### src/hdl/hsi_pkg.sv
// ----------------------------------------------------------------------------
// hsi_pkg
// Types, register codes and fault flag constants shared by the two-channel
// heater safety interlock.
// ----------------------------------------------------------------------------
package hsi_pkg;

	localparam int NUM_CH     = 2;
	localparam int MEAS_W     = 16;
	localparam int TIME_W     = 32;
	localparam int FLAG_W     = 5;
	localparam int DIS_W      = 3;
	localparam int APB_ADDR_W = 6;
	localparam int APB_DATA_W = 64;
	localparam int REG_IDX_W  = 3;

	// Sticky fault flag bits.
	localparam logic [FLAG_W-1:0] FLAG_OVERCURRENT = 5'h01;
	localparam logic [FLAG_W-1:0] FLAG_OVERTEMP    = 5'h02;
	localparam logic [FLAG_W-1:0] FLAG_OVERTIME    = 5'h04;
	localparam logic [FLAG_W-1:0] FLAG_UNDERTEMP   = 5'h08;
	localparam logic [FLAG_W-1:0] FLAG_CRC         = 5'h10;

	// More CRC failures than this since the baseline trip a running channel.
	localparam logic [TIME_W-1:0] CRC_FAIL_ALLOWANCE = 32'd1;

	// Per-channel disable bits.
	localparam int DIS_TEMP    = 0;
	localparam int DIS_CURRENT = 1;
	localparam int DIS_ONTIME  = 2;

	// Register indexes; register i sits at byte address 8*i.
	localparam logic [REG_IDX_W-1:0] REG_TEMP_HIGH_CH0    = 3'd0;
	localparam logic [REG_IDX_W-1:0] REG_TEMP_HIGH_CH1    = 3'd1;
	localparam logic [REG_IDX_W-1:0] REG_TEMP_LOW_CH0     = 3'd2;
	localparam logic [REG_IDX_W-1:0] REG_TEMP_LOW_CH1     = 3'd3;
	localparam logic [REG_IDX_W-1:0] REG_CURRENT_HIGH_CH0 = 3'd4;
	localparam logic [REG_IDX_W-1:0] REG_CURRENT_HIGH_CH1 = 3'd5;
	localparam logic [REG_IDX_W-1:0] REG_ON_TIME_LIMITS   = 3'd6;
	localparam logic [REG_IDX_W-1:0] REG_CHECK_DISABLES   = 3'd7;

	typedef struct packed {
		logic [NUM_CH-1:0][MEAS_W-1:0] temp_high;
		logic [NUM_CH-1:0][MEAS_W-1:0] temp_low;
		logic [NUM_CH-1:0][MEAS_W-1:0] current_high;
		logic [NUM_CH-1:0][TIME_W-1:0] on_time_limit;
		logic [NUM_CH*DIS_W-1:0]       check_disables;
	} cfg_t;

	typedef struct packed {
		logic signed [MEAS_W-1:0] temp_high;
		logic signed [MEAS_W-1:0] temp_low;
		logic signed [MEAS_W-1:0] current_high;
		logic [TIME_W-1:0]        on_time_limit;
		logic [DIS_W-1:0]         dis;
	} chan_cfg_t;

	typedef struct packed {
		logic                run_active;
		logic [TIME_W-1:0]   start_time;
		logic [FLAG_W-1:0]   faults;
	} chan_state_t;

	typedef struct packed {
		chan_state_t         state;
		logic [TIME_W-1:0]   baseline;
		logic                shut;
	} chan_upd_t;

endpackage

### src/hdl/hsi_if.sv
// ----------------------------------------------------------------------------
// hsi_sample_if / hsi_result_if
// Valid/ready channels carrying one sample set and one interlock result.
// ----------------------------------------------------------------------------
interface hsi_sample_if;
	logic               valid;
	logic               ready;
	logic signed [15:0] temp_ch0;
	logic signed [15:0] temp_ch1;
	logic signed [15:0] current_ch0;
	logic signed [15:0] current_ch1;
	logic               drive_on_ch0;
	logic               drive_on_ch1;
	logic [31:0]        time_now;
	logic [31:0]        crc_fail_total;

	modport source (
		output valid, temp_ch0, temp_ch1, current_ch0, current_ch1,
		       drive_on_ch0, drive_on_ch1, time_now, crc_fail_total,
		input  ready
	);
	modport sink (
		input  valid, temp_ch0, temp_ch1, current_ch0, current_ch1,
		       drive_on_ch0, drive_on_ch1, time_now, crc_fail_total,
		output ready
	);
endinterface

interface hsi_result_if;
	logic       valid;
	logic       ready;
	logic       shut_ch0;
	logic       shut_ch1;
	logic [4:0] faults_ch0;
	logic [4:0] faults_ch1;

	modport source (
		output valid, shut_ch0, shut_ch1, faults_ch0, faults_ch1,
		input  ready
	);
	modport sink (
		input  valid, shut_ch0, shut_ch1, faults_ch0, faults_ch1,
		output ready
	);
endinterface

### src/hdl/hsi_cfg.sv
// ----------------------------------------------------------------------------
// hsi_cfg
// APB register file holding the limits and check disables.
// ----------------------------------------------------------------------------
module hsi_cfg (
	input  logic                           clk,
	input  logic                           arst_n,
	input  logic                           psel,
	input  logic                           penable,
	input  logic                           pwrite,
	input  logic [hsi_pkg::APB_ADDR_W-1:0] paddr,
	input  logic [hsi_pkg::APB_DATA_W-1:0] pwdata,
	output logic [hsi_pkg::APB_DATA_W-1:0] prdata,
	output logic                           pready,
	output hsi_pkg::cfg_t                  cfg
);
	import hsi_pkg::*;

	cfg_t                 cfg_q;
	logic                 wr_en;
	logic [REG_IDX_W-1:0] idx;

	assign pready = 1'b1;
	assign wr_en  = psel & penable & pwrite;
	assign idx    = paddr[APB_ADDR_W-1:APB_ADDR_W-REG_IDX_W];
	assign cfg    = cfg_q;

	always_ff @(posedge clk or negedge arst_n) begin
		if (!arst_n) begin
			cfg_q.temp_high      <= {NUM_CH{16'h7FFF}};
			cfg_q.temp_low       <= {NUM_CH{16'h8000}};
			cfg_q.current_high   <= {NUM_CH{16'h7FFF}};
			cfg_q.on_time_limit  <= '0;
			cfg_q.check_disables <= '1;
		end else if (wr_en) begin
			case (idx)
				REG_TEMP_HIGH_CH0:    cfg_q.temp_high[0]    <= pwdata[MEAS_W-1:0];
				REG_TEMP_HIGH_CH1:    cfg_q.temp_high[1]    <= pwdata[MEAS_W-1:0];
				REG_TEMP_LOW_CH0:     cfg_q.temp_low[0]     <= pwdata[MEAS_W-1:0];
				REG_TEMP_LOW_CH1:     cfg_q.temp_low[1]     <= pwdata[MEAS_W-1:0];
				REG_CURRENT_HIGH_CH0: cfg_q.current_high[0] <= pwdata[MEAS_W-1:0];
				REG_CURRENT_HIGH_CH1: cfg_q.current_high[1] <= pwdata[MEAS_W-1:0];
				REG_ON_TIME_LIMITS:   cfg_q.on_time_limit   <= pwdata;
				REG_CHECK_DISABLES:   cfg_q.check_disables  <= pwdata[NUM_CH*DIS_W-1:0];
				default: begin
				end
			endcase
		end
	end

	always_comb begin
		prdata = '0;
		case (idx)
			REG_TEMP_HIGH_CH0:    prdata = {48'd0, cfg_q.temp_high[0]};
			REG_TEMP_HIGH_CH1:    prdata = {48'd0, cfg_q.temp_high[1]};
			REG_TEMP_LOW_CH0:     prdata = {48'd0, cfg_q.temp_low[0]};
			REG_TEMP_LOW_CH1:     prdata = {48'd0, cfg_q.temp_low[1]};
			REG_CURRENT_HIGH_CH0: prdata = {48'd0, cfg_q.current_high[0]};
			REG_CURRENT_HIGH_CH1: prdata = {48'd0, cfg_q.current_high[1]};
			REG_ON_TIME_LIMITS:   prdata = cfg_q.on_time_limit;
			REG_CHECK_DISABLES:   prdata = {58'd0, cfg_q.check_disables};
			default:              prdata = '0;
		endcase
	end

endmodule

### src/hdl/hsi_chan.sv
// ----------------------------------------------------------------------------
// hsi_chan
// Checks of one heater channel: temperature window, current limit, on-time
// overrun and CRC failures since the shared baseline.
// ----------------------------------------------------------------------------
module hsi_chan (
	input  hsi_pkg::chan_cfg_t                   ccfg,
	input  hsi_pkg::chan_state_t                 state,
	input  logic [hsi_pkg::TIME_W-1:0]           baseline,
	input  logic signed [hsi_pkg::MEAS_W-1:0]    temp,
	input  logic signed [hsi_pkg::MEAS_W-1:0]    current,
	input  logic                                 drive_on,
	input  logic [hsi_pkg::TIME_W-1:0]           time_now,
	input  logic [hsi_pkg::TIME_W-1:0]           crc_total,
	output hsi_pkg::chan_upd_t                   upd
);
	import hsi_pkg::*;

	logic [FLAG_W-1:0] trip;
	logic [TIME_W-1:0] deadline;
	logic [TIME_W-1:0] crc_delta;

	// The deadline wraps at 32 bits and is compared without wrap awareness.
	assign deadline = state.start_time + ccfg.on_time_limit;

	always_comb begin
		trip         = '0;
		upd.state    = state;
		upd.baseline = baseline;

		if (!ccfg.dis[DIS_TEMP]) begin
			if (temp > ccfg.temp_high)
				trip = trip | FLAG_OVERTEMP;
			else if (temp < ccfg.temp_low)
				trip = trip | FLAG_UNDERTEMP;
		end
		if (!ccfg.dis[DIS_CURRENT] && (current > ccfg.current_high))
			trip = trip | FLAG_OVERCURRENT;

		if (!ccfg.dis[DIS_ONTIME]) begin
			if (drive_on) begin
				if (!state.run_active) begin
					upd.state.run_active = 1'b1;
					upd.state.start_time = time_now;
					upd.baseline         = crc_total;
				end else if (time_now >= deadline) begin
					trip = trip | FLAG_OVERTIME;
				end
			end else begin
				upd.state.run_active = 1'b0;
			end
		end

		crc_delta = crc_total - upd.baseline;
		if (drive_on && (crc_delta > CRC_FAIL_ALLOWANCE))
			trip = trip | FLAG_CRC;

		upd.state.faults = state.faults | trip;
		upd.shut         = |trip;
	end

endmodule

### src/hdl/two_channel_heater_safety_interlock.sv
// A transferred sample set is registered in stage one and its result in stage two.
// Throughput: one sample set per cycle; the input register and the result
// register form a two-stage pipeline, so a held result stops intake only once
// stage one is also full.
// Reset: arst_n clears the sticky faults, on-time tracking and CRC baseline,
// empties both stages and restores the register reset values.
// ----------------------------------------------------------------------------
// two_channel_heater_safety_interlock
// Applies temperature, current, on-time and CRC checks to two heater channels
// and reports per-sample shutdown pulses together with sticky fault flags.
// ----------------------------------------------------------------------------
module two_channel_heater_safety_interlock (
	input  logic                           clk,
	input  logic                           arst_n,
	hsi_sample_if.sink                     samples,
	hsi_result_if.source                   results,
	input  logic                           psel,
	input  logic                           penable,
	input  logic                           pwrite,
	input  logic [hsi_pkg::APB_ADDR_W-1:0] paddr,
	input  logic [hsi_pkg::APB_DATA_W-1:0] pwdata,
	output logic [hsi_pkg::APB_DATA_W-1:0] prdata,
	output logic                           pready
);
	import hsi_pkg::*;

	// Configuration registers.
	cfg_t cfg;

	hsi_cfg u_cfg (
		.clk     (clk),
		.arst_n  (arst_n),
		.psel    (psel),
		.penable (penable),
		.pwrite  (pwrite),
		.paddr   (paddr),
		.pwdata  (pwdata),
		.prdata  (prdata),
		.pready  (pready),
		.cfg     (cfg)
	);

	// Stage one: the transferred sample set is registered here unchanged.
	logic                     valid_s1;
	logic signed [MEAS_W-1:0] temp0_s1;
	logic signed [MEAS_W-1:0] temp1_s1;
	logic signed [MEAS_W-1:0] cur0_s1;
	logic signed [MEAS_W-1:0] cur1_s1;
	logic                     on0_s1;
	logic                     on1_s1;
	logic [TIME_W-1:0]        now_s1;
	logic [TIME_W-1:0]        crc_s1;

	// Stage two: the result register that drives the output channel.
	logic              valid_s2;
	logic              shut0_s2;
	logic              shut1_s2;
	logic [FLAG_W-1:0] faults0_s2;
	logic [FLAG_W-1:0] faults1_s2;

	// Interlock state carried from one sample set to the next.
	chan_state_t [NUM_CH-1:0] state_q;
	logic [TIME_W-1:0]        baseline_q;

	logic      advance;
	logic      take_in;
	chan_cfg_t ccfg0;
	chan_cfg_t ccfg1;
	chan_upd_t upd0;
	chan_upd_t upd1;

	// A sample set in stage one moves on whenever the result register is empty
	// or its result is being taken in this cycle; stage one refills at once.
	assign advance        = valid_s1 & (~valid_s2 | results.ready);
	assign samples.ready  = ~valid_s1 | advance;
	assign take_in        = samples.valid & samples.ready;

	always_ff @(posedge clk or negedge arst_n) begin
		if (!arst_n) begin
			valid_s1 <= 1'b0;
		end else if (samples.ready) begin
			valid_s1 <= samples.valid;
		end
	end

	always_ff @(posedge clk) begin
		if (take_in) begin
			temp0_s1 <= samples.temp_ch0;
			temp1_s1 <= samples.temp_ch1;
			cur0_s1  <= samples.current_ch0;
			cur1_s1  <= samples.current_ch1;
			on0_s1   <= samples.drive_on_ch0;
			on1_s1   <= samples.drive_on_ch1;
			now_s1   <= samples.time_now;
			crc_s1   <= samples.crc_fail_total;
		end
	end

	// Per-channel views of the configuration.
	always_comb begin
		ccfg0.temp_high     = cfg.temp_high[0];
		ccfg0.temp_low      = cfg.temp_low[0];
		ccfg0.current_high  = cfg.current_high[0];
		ccfg0.on_time_limit = cfg.on_time_limit[0];
		ccfg0.dis           = cfg.check_disables[DIS_W-1:0];
		ccfg1.temp_high     = cfg.temp_high[1];
		ccfg1.temp_low      = cfg.temp_low[1];
		ccfg1.current_high  = cfg.current_high[1];
		ccfg1.on_time_limit = cfg.on_time_limit[1];
		ccfg1.dis           = cfg.check_disables[2*DIS_W-1:DIS_W];
	end

	// Channel 0 is checked first. A baseline it captures is already the one
	// channel 1 sees in the same sample set, hence the chained baseline.
	hsi_chan u_chan0 (
		.ccfg      (ccfg0),
		.state     (state_q[0]),
		.baseline  (baseline_q),
		.temp      (temp0_s1),
		.current   (cur0_s1),
		.drive_on  (on0_s1),
		.time_now  (now_s1),
		.crc_total (crc_s1),
		.upd       (upd0)
	);

	hsi_chan u_chan1 (
		.ccfg      (ccfg1),
		.state     (state_q[1]),
		.baseline  (upd0.baseline),
		.temp      (temp1_s1),
		.current   (cur1_s1),
		.drive_on  (on1_s1),
		.time_now  (now_s1),
		.crc_total (crc_s1),
		.upd       (upd1)
	);

	// State is committed in the same cycle as the result is registered, so
	// each sample set sees exactly what its predecessor left behind.
	always_ff @(posedge clk or negedge arst_n) begin
		if (!arst_n) begin
			state_q    <= '0;
			baseline_q <= '0;
		end else if (advance) begin
			state_q[0] <= upd0.state;
			state_q[1] <= upd1.state;
			baseline_q <= upd1.baseline;
		end
	end

	always_ff @(posedge clk or negedge arst_n) begin
		if (!arst_n) begin
			valid_s2 <= 1'b0;
		end else if (advance) begin
			valid_s2 <= 1'b1;
		end else if (results.ready) begin
			valid_s2 <= 1'b0;
		end
	end

	always_ff @(posedge clk) begin
		if (advance) begin
			shut0_s2   <= upd0.shut;
			shut1_s2   <= upd1.shut;
			faults0_s2 <= upd0.state.faults;
			faults1_s2 <= upd1.state.faults;
		end
	end

	assign results.valid      = valid_s2;
	assign results.shut_ch0   = shut0_s2;
	assign results.shut_ch1   = shut1_s2;
	assign results.faults_ch0 = faults0_s2;
	assign results.faults_ch1 = faults1_s2;

`ifndef ASSERT_OFF
	// Fault flags are sticky: no bit ever clears outside reset.
	assert property (@(posedge clk) disable iff (!arst_n)
		1'b1 |=> (((state_q[0].faults & $past(state_q[0].faults))
			== $past(state_q[0].faults))
			&& ((state_q[1].faults & $past(state_q[1].faults))
			== $past(state_q[1].faults))))
		else $error("sticky fault flag cleared");

	// A shutdown pulse always comes with at least one fault flag set.
	assert property (@(posedge clk) disable iff (!arst_n)
		valid_s2 |-> ((!shut0_s2 || (faults0_s2 != '0))
			&& (!shut1_s2 || (faults1_s2 != '0))))
		else $error("shutdown without a fault flag");

	// A sample set waiting behind a held result is not dropped.
	assert property (@(posedge clk) disable iff (!arst_n)
		(valid_s1 && !advance) |=> valid_s1)
		else $error("stage one lost a sample set");

	// On-time tracking only starts on a channel whose on-time check is enabled.
	assert property (@(posedge clk) disable iff (!arst_n)
		$rose(state_q[0].run_active) |-> !$past(cfg.check_disables[DIS_ONTIME]))
		else $error("channel 0 run started with on-time check disabled");

	assert property (@(posedge clk) disable iff (!arst_n)
		$rose(state_q[1].run_active)
			|-> !$past(cfg.check_disables[DIS_W+DIS_ONTIME]))
		else $error("channel 1 run started with on-time check disabled");
`endif

endmodule
### src/flat_wrapper.sv
// flat-port wrapper written by rule: the top's interface ports become plain ports
module two_channel_heater_safety_interlock_flat import hsi_pkg::*;
  (clk, arst_n, psel, penable, pwrite, paddr, pwdata, prdata, pready, samples_valid, samples_temp_ch0, samples_temp_ch1, samples_current_ch0, samples_current_ch1, samples_drive_on_ch0, samples_drive_on_ch1, samples_time_now, samples_crc_fail_total, samples_ready, results_valid, results_shut_ch0, results_shut_ch1, results_faults_ch0, results_faults_ch1, results_ready);
  hsi_sample_if samples_i ();
  hsi_result_if results_i ();
  input  logic clk;
  input  logic arst_n;
  input  logic psel;
  input  logic penable;
  input  logic pwrite;
  input  logic [hsi_pkg::APB_ADDR_W-1:0] paddr;
  input  logic [hsi_pkg::APB_DATA_W-1:0] pwdata;
  output logic [hsi_pkg::APB_DATA_W-1:0] prdata;
  output logic pready;
  input wire logic [$bits(samples_i.valid)-1:0] samples_valid;
  input wire logic [$bits(samples_i.temp_ch0)-1:0] samples_temp_ch0;
  input wire logic [$bits(samples_i.temp_ch1)-1:0] samples_temp_ch1;
  input wire logic [$bits(samples_i.current_ch0)-1:0] samples_current_ch0;
  input wire logic [$bits(samples_i.current_ch1)-1:0] samples_current_ch1;
  input wire logic [$bits(samples_i.drive_on_ch0)-1:0] samples_drive_on_ch0;
  input wire logic [$bits(samples_i.drive_on_ch1)-1:0] samples_drive_on_ch1;
  input wire logic [$bits(samples_i.time_now)-1:0] samples_time_now;
  input wire logic [$bits(samples_i.crc_fail_total)-1:0] samples_crc_fail_total;
  output wire logic [$bits(samples_i.ready)-1:0] samples_ready;
  output wire logic [$bits(results_i.valid)-1:0] results_valid;
  output wire logic [$bits(results_i.shut_ch0)-1:0] results_shut_ch0;
  output wire logic [$bits(results_i.shut_ch1)-1:0] results_shut_ch1;
  output wire logic [$bits(results_i.faults_ch0)-1:0] results_faults_ch0;
  output wire logic [$bits(results_i.faults_ch1)-1:0] results_faults_ch1;
  input wire logic [$bits(results_i.ready)-1:0] results_ready;
  assign samples_i.valid = samples_valid;
  assign samples_i.temp_ch0 = samples_temp_ch0;
  assign samples_i.temp_ch1 = samples_temp_ch1;
  assign samples_i.current_ch0 = samples_current_ch0;
  assign samples_i.current_ch1 = samples_current_ch1;
  assign samples_i.drive_on_ch0 = samples_drive_on_ch0;
  assign samples_i.drive_on_ch1 = samples_drive_on_ch1;
  assign samples_i.time_now = samples_time_now;
  assign samples_i.crc_fail_total = samples_crc_fail_total;
  assign samples_ready = samples_i.ready;
  assign results_valid = results_i.valid;
  assign results_shut_ch0 = results_i.shut_ch0;
  assign results_shut_ch1 = results_i.shut_ch1;
  assign results_faults_ch0 = results_i.faults_ch0;
  assign results_faults_ch1 = results_i.faults_ch1;
  assign results_i.ready = results_ready;
  two_channel_heater_safety_interlock u_core (.clk(clk), .arst_n(arst_n), .samples(samples_i), .results(results_i), .psel(psel), .penable(penable), .pwrite(pwrite), .paddr(paddr), .pwdata(pwdata), .prdata(prdata), .pready(pready));
endmodule
### config.mk
export PLATFORM = sky130hd
export DESIGN_NAME = two_channel_heater_safety_interlock_flat
export DESIGN_NICKNAME = d
export VERILOG_FILES = /design/src/hdl/hsi_pkg.sv /design/src/hdl/hsi_if.sv /design/src/hdl/hsi_cfg.sv /design/src/hdl/hsi_chan.sv /design/src/hdl/two_channel_heater_safety_interlock.sv /design/src/flat_wrapper.sv
export SDC_FILE = /design/constraint.sdc
export NUM_CORES = 1
export LEC_CHECK = 0
export BUFFER_PORTS_ARGS = -buffer_cell sky130_fd_sc_hd__buf_4
export CORE_UTILIZATION = 43
export DETAILED_ROUTE_END_ITERATION = 10
export PLACE_DENSITY_LB_ADDON = 0.15
export SYNTH_ARGS = -nofsm -noshare
export SYNTH_HDL_FRONTEND = slang
export SYNTH_SLANG_ARGS = --single-unit
export TNS_END_PERCENT = 100
### constraint.sdc
create_clock -name clk -period 4.6 [get_ports clk]
set_clock_uncertainty 0.2 [all_clocks]
set_input_delay 0.92 -clock clk [delete_from_list [all_inputs] [get_ports clk]]
set_output_delay 0.92 -clock clk [all_outputs]
set_load 0.01 [all_outputs]
==> impl_metrics.toml <==
[global_route]
grt_pass1_wl_mm = 134
grt_pass1_vias = 23700
grt_max_degree = 99
overflow = 0
gr-usage-all-layers_pct = 27.0
antenna_found_initial = 0

[detailed_routing]
ant_nets = 0
drtIter0Drc = 1405
first_pass_iters = 6
vias = 23500
drc = 0
wl_mm = 87.1
wl_per_cell_um = 20.6
avgViaCountPerCell = 5.56

[critical_path]
critical-path-top-delay-family = "compound AO/OA/AOI/OAI gates"
crit_slowest_cell = "or4_1"
worstPathRequired_ns = 4.74
path_max_fanout = 2
r2r_slack_ns = -0.24
critPathMaxStageDelay_ns = 0.51
start_kind = "flop"
critical_path_arrival_ns = 4.97
path_buf_inv = 4
worst_setup_path_end_kind = "flop"
path_class = "reg -> reg"
crit_chain = "ha_2 > inv_2 > fa_2 > nor2b_1 > o21a_1 > o21ai_2 > a211o_1 > buf_6 > a21oi_2 > buf_4 > and3b_1 > o21a_1 > o21ai_1 > buf_4 > nand4_1 > o211a_1 > ha_4 > nor2b_1 > o21ai_1 > nand2b_1 > o211ai_1 > nor2_1 > or4_1"

[floorplanning]
io_pins = 286
design.core.area_um2 = 62100
die_w_um = 253
start_util_pct = 43.7
die_h_um = 253
dieArea_um2 = 64100
std_cell_rows = 91

[placed_design]
routabilityCongestion = 0.946
dpl.hpwl_mm = 67.6
portBuffers = 281
dpl_worst_slack_ns = -0.641

[synth]
syn-cell-area_um2 = 27100
ys_seq_area_share_pct = 41.5
synthTopCellsByCount = "282 x ha_1, 256 x nand2_1, 240 x o21ai_0, 208 x dfrtp_1, 179 x a21oi_1"
synth_most_common_cell = "ha_1"
synth_xor_area_share_pct = 2.68
synth_top_cell_area_share_pct = 19.2
ys_seq_elements = 418
synth_compound_area_share_pct = 16.7
synth_edf_count = 142
syn_nets = 3198
ys.flop_type = "dfrtp_1"
synth_top_family_by_area = "compound AO/OA/AOI/OAI gates"
ys_types = 83
async_flop_share_pct = 66.0
synthMuxAreaShare_pct = 9.47
avgSynthCellArea_um2 = 10.0
syn_inst = 2705
yosysWarningCount = 0
synthSimpleGateAreaFrac_pct = 12.9
yosys-top-cells-area = "dfrtp_1 19%, edfxtp_1 16%, ha_1 13%, dfstp_2 6.6%, mux2_2 6.4%"
synth.largest_area_cell = "dfrtp_1"
synth_fa_ha_area_share_pct = 13.3

[cells_and_area]
final_nets = 3836
diodes = 0
layout-drive-gt1-share_pct = 34.3
finalCoreUtilization_pct = 57.4
fillers = 5464
areaGrowthSynthToFinish_pct = 31.3

[run_status]
violations = "setup timing"
status = "finished with violations"

[hold_path]
hold_class = "in -> async"

[clock_tree]
cts_tree = "done"
ctsHoldBuffers = 0
numCtsBuffers = 51
htree_levels = 2
root_buffer = "clkbuf_16"
cts.path.max_buffers = 3
clk_latency_ns = 0.62
clock-sinks = 418
clk_pin_slew_worst_paths_ns = 0.06

[sta]
period_minus_slack_ns = 4.84
tightest_slew_ns = 1.03
timing.final.crit_share_pct = 105
maxSlewViolCount = 0
rsz0062_at_grt = "true"
setup_viol = 6
hold_viol = 0
setup_slack_ns = -0.236
timing.fmax_mhz = 207
slew_headroom_pct = 31.3

[power_and_ir_drop]
leakage_nw = 16.5
peakVddDrop_mv = 0.319
power_density_nw_per_um2 = 542

[job]
maxCapViolCount = 0
[final timing paths]
path,cells past startpoint,startpoint,to
hold reg to reg,1,u_core.state_q[38]$_DFFE_PN0P_,u_core.state_q[38]$_DFFE_PN0P_
setup reg to reg,23,u_core.state_q[43]$_DFFE_PN0P_,u_core.results.shut_ch1$_DFFE_PP_
min in group clk,1,u_core.state_q[38]$_DFFE_PN0P_,u_core.state_q[38]$_DFFE_PN0P_
setup / recovery,23,u_core.state_q[43]$_DFFE_PN0P_,u_core.results.shut_ch1$_DFFE_PP_
max in group asynchronous,2,arst_n,u_core.baseline_q[3]$_DFFE_PN0P_
hold / removal,1,arst_n,u_core.u_cfg.cfg[32]$_DFFE_PN0P_
[logic make-up after synthesis]
kind of cell / count (synthesis)
other cells: 1
xor+xnor: 83
fa+ha+maj: 286
compound gates: 727
mux: 226
buf+inv: 243
flops: 418
simple gates: 721
[layout by cell type (no fill, tap or decap), types with 12 or more instances in the layout]
cell	n
o211ai_1	19
xnor2_1	37
clkbuf_16	54
o21a_1	37
dfstp_2	68
mux2_2	153
nor2b_1	28
edfxtp_1	142
a31oi_1	14
or2_2	14
nor2_1	136
o21bai_1	17
inv_1	140
nand2_1	250
buf_4	668
nand2b_1	32
a21oi_1	157
a21o_1	79
a21oi_2	21
mux2i_1	51
nand4_1	37
o21ai_0	210
and3_1	56
a211oi_1	13
o21ai_2	13
o21ai_1	16
nand3_1	37
or3_1	12
clkbuf_1	15
dfrtp_1	208
xor2_1	46
nor3_1	33
ha_1	269
[layout make-up]
class | instances | area [µm²] | share of cell area (%)
clock buffers | 77 | 1520 | 4.26
clock inverters | 19 | 246 | 0.692
inverters | 144 | 541 | 1.52
multi-input cells | 2044 | 15700 | 44.2
flip-flops and latches | 418 | 11300 | 31.6
well taps | 837 | 1050 | 2.94
repair buffers | 684 | 5270 | 14.8
[layer usage]
metal	vias to the layer above	track usage (%)	share of wire [%]	routed length, µm
li1	11200	-	-	-
met1	11500	36.4	45	38800
met2	629	44.1	47	40800
met3	151	3.55	4.9	4230
met4	0	9.90	3.7	3240
met5	-	0	0	0
[state kept, by name, indices dropped and copies added (netlist names), 5 cells and up]
register	flops
u_core.now_s1	32
u_core.cur0_s1	16
u_core.u_cfg.cfg	166
u_core.state_q	76
u_core.temp0_s1	16
u_core.cur1_s1	16
u_core.crc_s1	32
u_core.temp1_s1	16
u_core.baseline_q	32
u_core.results.faults_ch1	5
u_core.results.faults_ch0	5
[metrics by stage]
stage / TNS, ns / power (mW) / cell area (µm²) / cells / hold slack, ns
6_report: -0.640 / 19.3 / 35600 / 4223 / 0.164
5_1_grt: -2.00 / 20.6 / 35600 / 4223 / 0.206
4_1_cts: -0.689 / 18.9 / 35000 / 4201 / 0.185
3_5_place_dp: -3.81 / 14.3 / 32800 / 4095 / 0.236
3_3_place_gp: -3.04 / 14.1 / 32800 / 4095 / 0.231
2_1_floorplan: -0.171 / 10.6 / 27100 / 2705 / 0.220
[report_power, final]
group	internal [mW]	switching [mW]	leakage (nW)	total [mW]
registers	4.70	0.526	4.53	5.23
logic	4.76	5.11	11.1	9.87
clock network	2.52	1.66	0.858	4.18
[repair_timing]
action,in CTS,in global routing
pin swaps,51,87
gates cloned,0,0
buffers inserted,12,23
setup endpoints to repair,10,10
resized for setup,86,112
Note: power is estimated with default switching activity, not from simulation.
